### src/rtl/core/rbc_pkg.sv
// ----------------------------------------------------------------------------
// rbc_pkg
// Shared types, constants and helpers of the recent byte cache compressor.
// ----------------------------------------------------------------------------
package rbc_pkg;

  localparam int CACHE_DEPTH = 128;
  localparam int LANES       = 8;
  localparam int LANE_W      = 3;
  localparam int IDX_W       = 7;
  localparam int CELL_W      = IDX_W - LANE_W;

  typedef enum logic [1:0] {
    REG_CACHE_INDEX_BITS = 2'd0,
    REG_LITERAL_BITS     = 2'd1,
    REG_BYPASS           = 2'd2
  } rbc_reg_e;

  typedef enum logic [1:0] {
    ST_IDLE   = 2'd0,
    ST_SEARCH = 2'd1,
    ST_FINISH = 2'd2
  } rbc_state_e;

  typedef struct packed {
    logic             valid;
    logic [7:0]       data;
    logic             found;
    logic [IDX_W-1:0] index;
  } rbc_tok_t;

  typedef struct packed {
    logic             clear;
    logic             wr_en;
    logic [IDX_W-1:0] slot;
    logic [7:0]       data;
  } rbc_cache_cmd_t;

  typedef struct packed {
    logic [7:0]  packed_byte;
    logic        final_res;
    logic [15:0] total_bytes;
    logic        no_gain;
  } rbc_res_t;

  function automatic logic [15:0] sat_inc(input logic [15:0] v);
    return (v == 16'hffff) ? v : v + 16'd1;
  endfunction

endpackage

### src/rtl/core/rbc_cell.sv
// ----------------------------------------------------------------------------
// rbc_cell
// One cell of the cache chain: holds up to eight cache entries, checks the
// passing search token against them and hands the token to the next cell.
// ----------------------------------------------------------------------------
module rbc_cell #(
  parameter int CellId   = 0,
  parameter int NumLanes = rbc_pkg::LANES
) (
  input  logic                   clk_i,
  input  logic                   rst_ni,
  input  rbc_pkg::rbc_tok_t      tok_i,
  input  rbc_pkg::rbc_cache_cmd_t cmd_i,
  input  logic [7:0]             entries_i,
  output rbc_pkg::rbc_tok_t      tok_o
);

  localparam int Base = CellId * rbc_pkg::LANES;
  localparam logic [rbc_pkg::CELL_W-1:0] Cid = rbc_pkg::CELL_W'(CellId);

  logic [7:0]        val_q [NumLanes];
  rbc_pkg::rbc_tok_t tok_d, tok_q;
  logic              sel;

  assign sel = cmd_i.wr_en && (cmd_i.slot[rbc_pkg::IDX_W-1:rbc_pkg::LANE_W] == Cid);

  always_ff @(posedge clk_i or negedge rst_ni) begin
    if (!rst_ni) begin
      for (int l = 0; l < NumLanes; l++) begin
        val_q[l] <= 8'(Base + l);
      end
    end else if (cmd_i.clear) begin
      for (int l = 0; l < NumLanes; l++) begin
        val_q[l] <= 8'(Base + l);
      end
    end else if (sel) begin
      for (int l = 0; l < NumLanes; l++) begin
        if (cmd_i.slot[rbc_pkg::LANE_W-1:0] == rbc_pkg::LANE_W'(l)) begin
          val_q[l] <= cmd_i.data;
        end
      end
    end
  end

  // lowest matching lane wins
  always_comb begin
    tok_d = tok_i;
    if (tok_i.valid && !tok_i.found) begin
      for (int l = NumLanes - 1; l >= 0; l--) begin
        if ((val_q[l] == tok_i.data) && (8'(Base + l) < entries_i)) begin
          tok_d.found = 1'b1;
          tok_d.index = rbc_pkg::IDX_W'(Base + l);
        end
      end
    end
  end

  always_ff @(posedge clk_i or negedge rst_ni) begin
    if (!rst_ni) begin
      tok_q <= '0;
    end else begin
      tok_q <= tok_d;
    end
  end

  assign tok_o = tok_q;

endmodule

### src/rtl/core/rbc_out_buf.sv
// ----------------------------------------------------------------------------
// rbc_out_buf
// Two-entry result queue; loaded with all results of one item at once and
// drained one transaction at a time.
// ----------------------------------------------------------------------------
module rbc_out_buf (
  input  logic              clk_i,
  input  logic              rst_ni,
  input  logic              load_i,
  input  logic [1:0]        cnt_i,
  input  rbc_pkg::rbc_res_t res0_i,
  input  rbc_pkg::rbc_res_t res1_i,
  output logic              empty_o,
  output logic              out_valid_o,
  input  logic              out_stall_i,
  output rbc_pkg::rbc_res_t res_o
);

  logic [1:0]        cnt_q;
  rbc_pkg::rbc_res_t r0_q, r1_q;
  logic              pop;

  assign pop         = (cnt_q != 2'd0) && !out_stall_i;
  assign empty_o     = (cnt_q == 2'd0);
  assign out_valid_o = (cnt_q != 2'd0);
  assign res_o       = r0_q;

  always_ff @(posedge clk_i or negedge rst_ni) begin
    if (!rst_ni) begin
      cnt_q <= 2'd0;
    end else if (load_i) begin
      cnt_q <= cnt_i;
    end else if (pop) begin
      cnt_q <= cnt_q - 2'd1;
    end
  end

  always_ff @(posedge clk_i) begin
    if (load_i) begin
      r0_q <= res0_i;
      r1_q <= res1_i;
    end else if (pop) begin
      r0_q <= r1_q;
    end
  end

endmodule

### src/rtl/core/recent_byte_cache_compressor.sv
// ----------------------------------------------------------------------------
// recent_byte_cache_compressor
// Codes a byte stream against a cache of recent values (hit: index, miss:
// literal) and packs the code bits MSB first into output bytes (bypass: raw).
// ----------------------------------------------------------------------------
//  channel | handshake                  | payload
//  --------+----------------------------+------------------------------------
//  input   | in_valid_i / in_stall_o    | data_byte_i, end_of_block_i
//  output  | out_valid_o / out_stall_i  | packed_byte_o, final_res_o,
//          |                            | total_bytes_o, no_gain_o
//  config  | psel/penable/pwrite/pready | paddr, pwdata, prdata
//
//  An item is accepted, then its search token walks the cell chain (one
//  register per cell, 8 entries per cell), is picked up at the end of the
//  chain, and the item is coded and packed once the output queue is empty.
//  An item yields zero, one or two transactions.
//  Reset sets cache entry i to i at once; no clearing pass is needed.
//  The input stays stalled from accept until the item's results sit in the
//  output queue; a stalled output holds that queue and the next item waits.
module recent_byte_cache_compressor #(
  parameter int CacheDepth = rbc_pkg::CACHE_DEPTH
) (
  input  logic        clk_i,
  input  logic        rst_ni,
  input  logic        in_valid_i,
  output logic        in_stall_o,
  input  logic [7:0]  data_byte_i,
  input  logic        end_of_block_i,
  output logic        out_valid_o,
  input  logic        out_stall_i,
  output logic [7:0]  packed_byte_o,
  output logic        final_res_o,
  output logic [15:0] total_bytes_o,
  output logic        no_gain_o,
  input  logic        psel,
  input  logic        penable,
  input  logic        pwrite,
  input  logic [3:0]  paddr,
  input  logic [31:0] pwdata,
  output logic [31:0] prdata,
  output logic        pready
);

  localparam int NumCells = (CacheDepth + rbc_pkg::LANES - 1) / rbc_pkg::LANES;
  localparam logic [7:0] Depth8 = 8'(CacheDepth);

  // configuration
  logic [2:0] cfg_k_q;
  logic [3:0] cfg_lit_q;
  logic       cfg_bypass_q;
  rbc_pkg::rbc_reg_e reg_sel;

  assign pready  = 1'b1;
  assign reg_sel = rbc_pkg::rbc_reg_e'(paddr[3:2]);

  always_ff @(posedge clk_i or negedge rst_ni) begin
    if (!rst_ni) begin
      cfg_k_q      <= 3'd4;
      cfg_lit_q    <= 4'd8;
      cfg_bypass_q <= 1'b0;
    end else if (psel && penable && pwrite) begin
      case (reg_sel)
        rbc_pkg::REG_CACHE_INDEX_BITS: cfg_k_q      <= pwdata[2:0];
        rbc_pkg::REG_LITERAL_BITS:     cfg_lit_q    <= pwdata[3:0];
        rbc_pkg::REG_BYPASS:           cfg_bypass_q <= pwdata[0];
        default: ;
      endcase
    end
  end

  always_comb begin
    case (reg_sel)
      rbc_pkg::REG_CACHE_INDEX_BITS: prdata = {29'd0, cfg_k_q};
      rbc_pkg::REG_LITERAL_BITS:     prdata = {28'd0, cfg_lit_q};
      rbc_pkg::REG_BYPASS:           prdata = {31'd0, cfg_bypass_q};
      default:                       prdata = 32'd0;
    endcase
  end

  // control
  rbc_pkg::rbc_state_e state_q, state_d;
  logic                in_acc, finish, ob_empty;
  rbc_pkg::rbc_tok_t   probe_q;
  rbc_pkg::rbc_tok_t   tok [NumCells+1];
  rbc_pkg::rbc_cache_cmd_t cmd;
  logic [7:0]          byte_q;
  logic                last_q, hit_q;
  logic [rbc_pkg::IDX_W-1:0] idx_q;

  assign in_stall_o = (state_q != rbc_pkg::ST_IDLE);
  assign in_acc     = in_valid_i && (state_q == rbc_pkg::ST_IDLE);
  assign finish     = (state_q == rbc_pkg::ST_FINISH) && ob_empty;

  always_ff @(posedge clk_i or negedge rst_ni) begin
    if (!rst_ni) begin
      state_q <= rbc_pkg::ST_IDLE;
    end else begin
      state_q <= state_d;
    end
  end

  always_comb begin
    state_d = state_q;
    case (state_q)
      rbc_pkg::ST_IDLE:   if (in_valid_i) state_d = rbc_pkg::ST_SEARCH;
      rbc_pkg::ST_SEARCH: if (tok[NumCells].valid) state_d = rbc_pkg::ST_FINISH;
      rbc_pkg::ST_FINISH: if (ob_empty) state_d = rbc_pkg::ST_IDLE;
      default:            state_d = rbc_pkg::ST_IDLE;
    endcase
  end

  always_ff @(posedge clk_i or negedge rst_ni) begin
    if (!rst_ni) begin
      probe_q <= '0;
    end else begin
      probe_q.valid <= in_acc;
      probe_q.data  <= data_byte_i;
      probe_q.found <= 1'b0;
      probe_q.index <= '0;
    end
  end

  always_ff @(posedge clk_i) begin
    if (in_acc) begin
      byte_q <= data_byte_i;
      last_q <= end_of_block_i;
    end
    if (tok[NumCells].valid) begin
      hit_q <= tok[NumCells].found;
      idx_q <= tok[NumCells].index;
    end
  end

  // cell chain
  logic [7:0] pow_w, entries;

  assign pow_w   = 8'd1 << cfg_k_q;
  assign entries = (pow_w > Depth8) ? Depth8 : pow_w;
  assign tok[0]  = probe_q;

  for (genvar c = 0; c < NumCells; c++) begin : g_cell
    localparam int Rem   = CacheDepth - c * rbc_pkg::LANES;
    localparam int Lanes = (Rem < rbc_pkg::LANES) ? Rem : rbc_pkg::LANES;
    rbc_cell #(
      .CellId   (c),
      .NumLanes (Lanes)
    ) u_cell (
      .clk_i     (clk_i),
      .rst_ni    (rst_ni),
      .tok_i     (tok[c]),
      .cmd_i     (cmd),
      .entries_i (entries),
      .tok_o     (tok[c+1])
    );
  end

  // coding and packing
  logic [rbc_pkg::IDX_W-1:0] slot_q, slot_eff;
  logic [6:0]  buf_q;
  logic [2:0]  fill_q, rem;
  logic [15:0] src_cnt_q, out_cnt_q, src_n, oc_a, oc_b;
  logic [3:0]  lit_eff, len;
  logic [7:0]  lit_mask;
  logic [8:0]  code;
  logic [15:0] joined, aligned;
  logic [4:0]  total;
  logic        em0, em1, miss_wr;
  logic [1:0]  res_cnt;
  rbc_pkg::rbc_res_t res0, res1, res_out;

  always_comb begin
    if (cfg_lit_q == 4'd0) begin
      lit_eff = 4'd1;
    end else if (cfg_lit_q > 4'd8) begin
      lit_eff = 4'd8;
    end else begin
      lit_eff = cfg_lit_q;
    end
    lit_mask = 8'((9'd1 << lit_eff) - 9'd1);
    slot_eff = slot_q & rbc_pkg::IDX_W'(pow_w - 8'd1);
    if (hit_q) begin
      code = {2'd0, idx_q};
      len  = 4'd1 + {1'b0, cfg_k_q};
    end else begin
      code = (9'd1 << lit_eff) | {1'b0, byte_q & lit_mask};
      len  = 4'd1 + lit_eff;
    end
    joined  = ({9'd0, buf_q} << len) | {7'd0, code};
    total   = {2'd0, fill_q} + {1'b0, len};
    aligned = joined << (5'd16 - total);
    rem     = total[2:0];

    res0 = '0;
    res1 = '0;
    if (cfg_bypass_q) begin
      em0 = 1'b1;
      em1 = 1'b0;
      res0.packed_byte = byte_q;
    end else begin
      em0 = (total >= 5'd8) || last_q;
      em1 = (total >= 5'd16) || (last_q && (total > 5'd8));
      res0.packed_byte = aligned[15:8];
      res1.packed_byte = aligned[7:0];
    end
    src_n = rbc_pkg::sat_inc(src_cnt_q);
    oc_a  = em0 ? rbc_pkg::sat_inc(out_cnt_q) : out_cnt_q;
    oc_b  = em1 ? rbc_pkg::sat_inc(oc_a) : oc_a;
    if (last_q) begin
      if (em1) begin
        res1.final_res   = 1'b1;
        res1.total_bytes = oc_b;
        res1.no_gain     = !cfg_bypass_q && (oc_b >= src_n);
      end else if (em0) begin
        res0.final_res   = 1'b1;
        res0.total_bytes = oc_b;
        res0.no_gain     = !cfg_bypass_q && (oc_b >= src_n);
      end
    end
    res_cnt = {1'b0, em0} + {1'b0, em1};
    miss_wr = finish && !cfg_bypass_q && !hit_q;

    cmd.clear = finish && last_q;
    cmd.wr_en = miss_wr && !last_q;
    cmd.slot  = slot_eff;
    cmd.data  = byte_q;
  end

  always_ff @(posedge clk_i or negedge rst_ni) begin
    if (!rst_ni) begin
      slot_q    <= '0;
      buf_q     <= '0;
      fill_q    <= '0;
      src_cnt_q <= '0;
      out_cnt_q <= '0;
    end else if (finish) begin
      if (last_q) begin
        slot_q    <= '0;
        buf_q     <= '0;
        fill_q    <= '0;
        src_cnt_q <= '0;
        out_cnt_q <= '0;
      end else begin
        src_cnt_q <= src_n;
        out_cnt_q <= oc_b;
        if (!cfg_bypass_q) begin
          fill_q <= rem;
          buf_q  <= joined[6:0] & 7'((8'd1 << rem) - 8'd1);
          if (!hit_q) begin
            slot_q <= ({1'b0, slot_eff} == entries - 8'd1) ? '0
                      : slot_eff + rbc_pkg::IDX_W'(1);
          end else begin
            slot_q <= slot_eff;
          end
        end
      end
    end
  end

  rbc_out_buf u_out_buf (
    .clk_i       (clk_i),
    .rst_ni      (rst_ni),
    .load_i      (finish),
    .cnt_i       (res_cnt),
    .res0_i      (res0),
    .res1_i      (res1),
    .empty_o     (ob_empty),
    .out_valid_o (out_valid_o),
    .out_stall_i (out_stall_i),
    .res_o       (res_out)
  );

  assign packed_byte_o = res_out.packed_byte;
  assign final_res_o   = res_out.final_res;
  assign total_bytes_o = res_out.total_bytes;
  assign no_gain_o     = res_out.no_gain;

  a_tail_in_search: assert property (@(posedge clk_i) disable iff (!rst_ni)
    tok[NumCells].valid |-> (state_q == rbc_pkg::ST_SEARCH))
    else $error("search token left the chain outside of a search");

  a_block_cleared: assert property (@(posedge clk_i) disable iff (!rst_ni)
    (finish && last_q) |=> (fill_q == 3'd0 && src_cnt_q == 16'd0 && slot_q == '0))
    else $error("block state not cleared after end of block");

  a_finish_waits: assert property (@(posedge clk_i) disable iff (!rst_ni)
    (state_q == rbc_pkg::ST_FINISH && !ob_empty) |=> (state_q == rbc_pkg::ST_FINISH))
    else $error("results dropped while output queue busy");

endmodule

### config.mk
export PLATFORM = sky130hd
export DESIGN_NAME = recent_byte_cache_compressor
export DESIGN_NICKNAME = d
export VERILOG_FILES = /design/src/rtl/core/rbc_pkg.sv /design/src/rtl/core/rbc_cell.sv /design/src/rtl/core/rbc_out_buf.sv /design/src/rtl/core/recent_byte_cache_compressor.sv
export SDC_FILE = /design/constraint.sdc
export NUM_CORES = 2
export LEC_CHECK = 0
export ABC_AREA = 1
export BUFFER_PORTS_ARGS = -buffer_cell sky130_fd_sc_hd__buf_4
export CORE_UTILIZATION = 27
export CTS_BUF_LIST = sky130_fd_sc_hd__clkbuf_8
export DETAILED_ROUTE_END_ITERATION = 8
export GPL_TIMING_DRIVEN = 0
export SLEW_MARGIN = 20
export SYNTH_ARGS = -nofsm -noshare
export SYNTH_HDL_FRONTEND = slang
export SYNTH_SLANG_ARGS = --single-unit
### constraint.sdc
create_clock -name clk_i -period 6.2 [get_ports clk_i]
set_input_delay 1.24 -clock clk_i [delete_from_list [all_inputs] [get_ports clk_i]]
set_output_delay 1.24 -clock clk_i [all_outputs]
set_load 0.01 [all_outputs]
; After elaboration in Yosys (flattened, before gate mapping)
; Index checks and enable logic that the tools add are counted.
; W data, S select, Z words.
[totals]
regBits = 1427
output_inout_bits = 61
[classes]
n_addsub = 14
order_cmp = 134
eq_ne = 162
shifts = 5
mux = 220
bitwise_logic = 5
reduce_logical = 358
[op_table]
columns = cell, n
row1 = $mux W64, 32
row2 = $mux W8, 154
row3 = $eq A8 B8 Y1, 128
row4 = $lt A7 B8 Y1 const A, 64
row5 = $reduce_and A2 Y1, 133
row6 = $lt A6 B8 Y1 const A, 32
row7 = $logic_and A1 B1 Y1, 170
row8 = $lt A5 B8 Y1 const A, 16
row9 = $mux W16, 7
row10 = $mux W18, 4
row11 = $lt A4 B8 Y1 const A, 8
row12 = $reduce_bool A2 Y1, 27
row13 = $mux W26, 2
row14 = $add A16 B1 Y16 const B, 3
row15 = $eq A16 B16 Y1 const B, 3
row16 = $mux W7, 6
row17 = $eq A4 B4 Y1 const B, 8
row18 = $lt A3 B8 Y1 const A, 4
row19 = $logic_not A1 Y1, 19
row20 = $eq A4 B3 Y1 const B, 4
row21 = $ge A16 B16 Y1, 1
row22 = $lt A1 B8 Y1 const A, 2
row23 = $lt A2 B8 Y1 const A, 2
row24 = $or A16 B9 Y16, 1
row25 = 44 further kinds, 68

; Depth between registers and ports, before layout
[depth]
depth_word = 19
mapped_depth = 37
depth_no_buf = 35

; Modules after synthesis
; From an unflattened synthesis, not the netlist that was laid out.
[hier_totals]
hier_cells = 9473
hier_area_um2 = 77702.0
[modules_own_cells]
columns = module, instances, cells_per_inst, area_each_um2, seq_area_each_um2
row1 = recent_byte_cache_compressor, 1, 1165, 7629.8, 2214.6
row2 = rbc_cell (g_cell[4].u_cell), 1, 570, 4415.5, 2052.0
row3 = rbc_cell (g_cell[12].u_cell), 1, 570, 4406.7, 2062.0
row4 = rbc_cell (g_cell[8].u_cell), 1, 538, 4372.9, 2052.0
row5 = rbc_cell (g_cell[10].u_cell), 1, 506, 4367.9, 2062.0
row6 = rbc_cell (g_cell[6].u_cell), 1, 547, 4302.9, 2062.0
row7 = rbc_cell (g_cell[2].u_cell), 1, 486, 4282.9, 2052.0
row8 = rbc_cell (g_cell[14].u_cell), 1, 503, 4270.3, 2072.0
row9 = rbc_cell (g_cell[13].u_cell), 1, 524, 4267.8, 2072.0
row10 = rbc_cell (g_cell[9].u_cell), 1, 513, 4254.1, 2062.0
row11 = rbc_cell (g_cell[5].u_cell), 1, 516, 4226.6, 2062.0
row12 = rbc_cell (g_cell[11].u_cell), 1, 511, 4209.0, 2072.0
row13 = rbc_cell (g_cell[1].u_cell), 1, 476, 4165.2, 2052.0
row14 = rbc_cell (g_cell[3].u_cell), 1, 470, 4137.7, 2062.0
row15 = +4 rows, -, -, -, -

; Worst setup path before layout
; Ideal clock, no wire load.
[synth_timing]
path_kind = register to register
start = reg cfg_lit_q[3]
end = reg u_out_buf.r0_q (netlist bit u_out_buf.res_o[0]), data pin
setup_ns = 0.260
arrival_ns = 4.746
required_ns = 5.940
path_slack_ns = 1.194
stages_incl_launch_ff = 37
path_buffers = 3
path_cell_list = dfstp_2 -> inv_2 -> a21oi_1 -> nand2_1 -> nand2_2 -> inv_1 -> ha_1 -> xor2_1 -> clkbuf_1 -> ha_1 -> nand2_1 -> nand2_1 -> a31oi_1 -> inv_1 -> nand2_2 -> nand2_4 -> buf_4 -> nand2_1 -> nor2_1 -> ha_1 -> or2_1 -> inv_1 -> nand2_1 -> nand2_2 -> clkbuf_1 -> nand2_1 -> nand2_1 -> inv_1 -> ha_1 -> nand2_1 -> nor2_1 -> a211oi_1 -> o221ai_1 -> nand2_1 -> nand3_1 -> nand2_1 -> o21ai_1
[synth_via]
elab_chain_cells = 19
elab_cells_between_ends = 26
[synth_lines]
columns = element, line_no
row1 = from (decl), recent_byte_cache_compressor.sv:49  ; logic [3:0] cfg_lit_q;
row2 = from (signal assigned), recent_byte_cache_compressor.sv:64  ; rbc_pkg::REG_LITERAL_BITS: cfg_lit_q <= pwdata[3:0];
row3 = $gt A4 B4 Y1, recent_byte_cache_compressor.sv:174  ; end else if (cfg_lit_q > 4'd8) begin
row4 = $mux W4, recent_byte_cache_compressor.sv:174
row5 = $mux W4 *, recent_byte_cache_compressor.sv:172  ; if (cfg_lit_q == 4'd0) begin
row6 = $add A1 B4 Y4 *, recent_byte_cache_compressor.sv:186  ; len = 4'd1 + lit_eff;
row7 = $mux W4 *, recent_byte_cache_compressor.sv:181  ; if (hit_q) begin
row8 = $add A3 B4 Y5 *, recent_byte_cache_compressor.sv:189  ; total = {2'd0, fill_q} + {1'b0, len};
row9 = $ge A5 B4 Y1, recent_byte_cache_compressor.sv:200  ; em0 = (total >= 5'd8) || last_q;
row10 = $logic_or A1 B1 Y1, recent_byte_cache_compressor.sv:200
row11 = (+4 left out), -
row12 = $mux W16 *, recent_byte_cache_compressor.sv:207  ; oc_b = em1 ? rbc_pkg::sat_inc(oc_a) : oc_a;
row13 = named net oc_b[3], recent_byte_cache_compressor.sv:161  ; logic [15:0] src_cnt_q, out_cnt_q, src_n, oc_a, oc_b;
row14 = $ge A16 B16 Y1 *, recent_byte_cache_compressor.sv:216  ; res0.no_gain = !cfg_bypass_q && (oc_b >= src_n);
row15 = $logic_and A1 B1 Y1 *, recent_byte_cache_compressor.sv:216
row16 = $mux W18 *, recent_byte_cache_compressor.sv:213  ; end else if (em0) begin
row17 = $mux W18 *, recent_byte_cache_compressor.sv:209  ; if (em1) begin
row18 = $mux W18 *, recent_byte_cache_compressor.sv:208  ; if (last_q) begin
row19 = $mux W26 *, rbc_out_buf.sv:39  ; if (load_i) begin
row20 = to (signal assigned), rbc_out_buf.sv:40  ; r0_q <= res0_i;
row21 = to (signal assigned), rbc_out_buf.sv:43  ; r0_q <= r1_q;
row22 = to (decl), rbc_out_buf.sv:20  ; rbc_pkg::rbc_res_t r0_q, r1_q;
; The timed path passes the listed nets; every way through them passes the cells marked *.
; A chain may end at the register's enable or synchronous reset.

; Worst setup path after layout
[layout_timing]
start = reg hit_q
end = reg u_out_buf.r0_q (netlist bit u_out_buf.res_o[0]), data pin
[layout_via]
elab_cells_between_ends = 21
[layout_rtl]
columns = element, line_no
row1 = from (decl), recent_byte_cache_compressor.sv:87  ; logic last_q, hit_q;
row2 = from (signal assigned), recent_byte_cache_compressor.sv:129  ; hit_q <= tok[NumCells].found;
row3 = $mux W4 *, recent_byte_cache_compressor.sv:181
row4 = $add A3 B4 Y5 *, recent_byte_cache_compressor.sv:189
row5 = $gt A5 B4 Y1, recent_byte_cache_compressor.sv:201  ; em1 = (total >= 5'd16) || (last_q && (total > 5'd8));
row6 = $logic_and A1 B1 Y1, recent_byte_cache_compressor.sv:201
row7 = $logic_or A1 B1 Y1 *, recent_byte_cache_compressor.sv:201
row8 = $mux W1 *, recent_byte_cache_compressor.sv:195  ; if (cfg_bypass_q) begin
row9 = named net em1, recent_byte_cache_compressor.sv:167  ; logic em0, em1, miss_wr;
row10 = $mux W16 *, recent_byte_cache_compressor.sv:207
row11 = named net oc_b[2], recent_byte_cache_compressor.sv:161
row12 = $ge A16 B16 Y1 *, recent_byte_cache_compressor.sv:216
row13 = $logic_and A1 B1 Y1 *, recent_byte_cache_compressor.sv:216
row14 = $mux W18 *, recent_byte_cache_compressor.sv:213
row15 = $mux W18 *, recent_byte_cache_compressor.sv:209
row16 = $mux W18 *, recent_byte_cache_compressor.sv:208
row17 = $mux W26 *, rbc_out_buf.sv:39
; Marks and branches as above.

==> qor.txt <==
status -> completed
GR Overflow Total -> 0
Total Wirelength -> 230100 um
Worst-Skew Late Latency -> 1.01 ns
Final Hold Vio Count -> 0
Final period util -> 0.9319
Yosys reg bits -> 1412
Syn. warnings -> 0
CP max stage delay -> 0.50 ns
Cells after DPL -> 11530
synthesized-area fraction occupied by adder cells -> 0.008363
critical path's slowest cell -> edfxtp_1
Required @ worst endpoint -> 6.90 ns
post-synthesis sequential area ratio -> 0.5198
leading area contributor after synthesis -> dfrtp_1
fin crit period -> 5.778 ns
post-synth top area share -> 0.3205
global-route usage over all layers -> 0.1746
clock tree sinks -> 1412
pre-CTS setup slack -> -0.1595 ns
Routed wire per std cell -> 19.18 um
Setup violations, final -> 0
synthesized cell area -> 69720 sq um
commonest cells after routing, fill and taps aside -> nand2_1 (2100), o21ai_0 (1140), dfrtp_1 (893)
Post-DRT Antenna Nets -> 0
drt pass-1 iters -> 7
VDD IR max -> 0.2036 mV
H-Tree Depth -> 4
ys async rst share -> 0.9511
max cap viols -> 0
Residual DRC -> 0
Clock Path Buffers -> 3
FMAX -> 0.1731 GHz
layout cell share with drive strength beyond 1 -> 0.1593
Synth Area in XOR/XNOR -> 0.08151
Reg clk slew, reported paths -> 0.06 ns
Layout area overhead -> 15.30%
r2r worst-path depth -> 36
Critical Path AT -> 6.48 ns
CTS Buf Count -> 237
Least-Margin Pin Slew -> 1.258 ns
top post-synthesis cells by area -> dfrtp_1 (32%), dfstp_2 (17%), nand2_1 (11%)
CP max FO -> 10
First DRT Iteration DRCs -> 5061
largest family of logic cells by synthesized area -> simple AND/OR/NAND/NOR gates
CTS tree -> done
post-synthesis cell type count -> 75
Synth Flop Type -> dfrtp_1
# rows -> 186
CP endpoint kind -> flip-flop
simple-gate share of the synthesized area -> 0.2264
Die Wd -> 510.2 um
clock skew -> 0.06611 ns
Post-Layout Cell Count -> 12000
nets -> 8487
most used cell, CP -> nand2_1
Pwr Density -> 315.1 nW/um^2
die area -> 260300 sq um
global-route wire length before repair -> 344000 um
core footprint -> 256700 sq um
Compound-Gate Fraction of Synth Area -> 0.1117
largest net degree at the start of global routing -> 145
syn avg cell area -> 8.664 sq um
number of synthesized flops with an enable pin -> 69
commonest non-fill, non-tap cell in the layout -> nand2_1
final slew viol count -> 0
Cells after Synth -> 8047
Root Driver -> clkbuf_8
Top-Level Pins -> 113
total setup buffers inserted after CTS -> 0
vias in the first global route -> 54190
startpoint types -> flip-flop
kind of critical path -> flip-flop to flip-flop
Final HPWL DP -> 157200 um
IO Port Bufs -> 53
Vias/cell -> 4.780
Slew headroom -> 0.1615
Via Count -> 57340
post-synthesis mux area share -> 0.0001436
initial antenna violation count -> 13
RePlAce Congestion -> 0.9243
Die Y -> 510.2 um
initial cell density of the core -> 0.2716
P_leak -> 34.04 nW
type of the worst min-delay path -> primary input to async pin
final worst setup slack -> 0.4222 ns
[what timing repair did]
action / CTS / global route
endpoints found under the setup margin: 2 / 2
gates resized for setup: 2 / 14
hold buffers: 0 / 0
[metrics by stage]
step | cell area, sq um | util | hold WS, ns | total power [mW] | TNS, ns
2_1_floorplan | 69830 | - | 0.3519 | 14.06 | 0
4_1_cts | 80340 | 0.3130 | 0.1279 | 25.40 | 0
3_3_place_gp | 74460 | 0.2901 | 0.3563 | 16.15 | -
6_report | 80390 | 0.3132 | 0.1640 | 25.33 | 0
3_5_place_dp | 75020 | 0.2923 | 0.3562 | 16.23 | -0.2651
5_1_grt | 80370 | 0.3131 | 0.1618 | 26.55 | -0.02145
[kinds of logic after synthesis]
| logic type | after synthesis |
|---|---|
| other | 2 |
| adder cells (fa/ha/maj) | 46 |
| flip-flops | 1412 |
| AND/OR/NAND/NOR | 3580 |
| AO/OA/AOI/OAI | 1437 |
| multiplexers | 1 |
| buffers and inverters | 921 |
| XOR/XNOR | 648 |
[layout make-up]
type	count	area, sq um
Clock inverter	146	1050
Timing Repair Buffer	75	910.9
Antenna cell	7	17.52
Buffer	442	1853
Tap cell	3384	4234
Multi-Input combinational cell	5742	30020
Sequential cell	1412	36240
Clock buffer	310	4267
Inverter	479	1800
Fill cell	26870	176300
[final timing paths]
check	to	startpoint	slack [ns]
worst max register to register	u_out_buf.res_o[0]	hit_q	0.42
worst max-delay path	u_out_buf.res_o[0]	hit_q	0.42
worst min register to register	g_cell[14].u_cell.tok_o[15]	g_cell[13].u_cell.tok_o[15]	0.37
worst min-delay path	src_cnt_q[15]	rst_ni	0.16
min in group clk_i	g_cell[14].u_cell.tok_o[15]	g_cell[13].u_cell.tok_o[15]	0.37
max in group asynchronous	g_cell[1].u_cell.val_q[38]	rst_ni	3.61
[cell usage after synthesis, drive strengths merged (8+ instances only)]
cell type,count
nor4,117
clkinv,14
a21oi,77
o22ai,33
or2,306
dfrtp,893
inv,465
o2111ai,13
a2111oi,8
o21ai,1187
nand3b,22
clkbuf,384
xor2,330
xnor2,318
nor3,75
o31ai,11
nand3,344
ha,45
nand4,153
a21boi,17
a31oi,11
nor2,395
dfstp,450
a221oi,10
buf,58
nand2,2123
nor3b,14
o211ai,14
o41ai,12
edfxtp,69
[power breakdown]
part / switching, mW / leakage (nW) / total (mW) / internal, mW
clock network: 4.15 / 2.99 / 9.14 / 4.99
logic: 3.88 / 13.7 / 5.58 / 1.70
registers: 0.552 / 17.4 / 10.6 / 10.1
total: 8.58 / 34.0 / 25.3 / 16.7
[per-layer routing]
metal | vias up | routed length [um] | global-route usage | part of all wire
met5 | - | 17 | 0 | 0.000074
met4 | 2 | 9670 | 0.07472 | 0.042
met3 | 459 | 16240 | 0.03457 | 0.071
met2 | 1853 | 102800 | 0.2717 | 0.45
met1 | 27920 | 101300 | 0.2350 | 0.44
li1 | 27110 | - | - | -
[sequential cells by signal, indices dropped and copies added, names as in the netlist]
name / flops
u_out_buf.cnt_q: 2
src_cnt_q: 16
slot_q: 7
hit_q: 1
g_cell.u_cell.val_q: 1024
cfg_lit_q: 4
state_q: 2
byte_q: 8
last_q: 1
idx_q: 7
out_cnt_q: 16
probe_q: 9
u_out_buf.res_o: 26
buf_q: 7
u_out_buf.r1_q: 26
cfg_k_q: 3
fill_q: 3
g_cell.u_cell.tok_o: 249
cfg_bypass_q: 1
[critical path: cells and delay by family (launching register included)]
kind	cells	cell delay, ns
buffers and inverters	8	1.22
AOI/OAI and AO/OA	5	0.78
DFF	1	0.50
adders and majority gates	4	0.91
xor gates and xnor gates	1	0.21
and+or+nand+nor	18	1.86
Note: power is estimated with default switching activity, not from simulation.
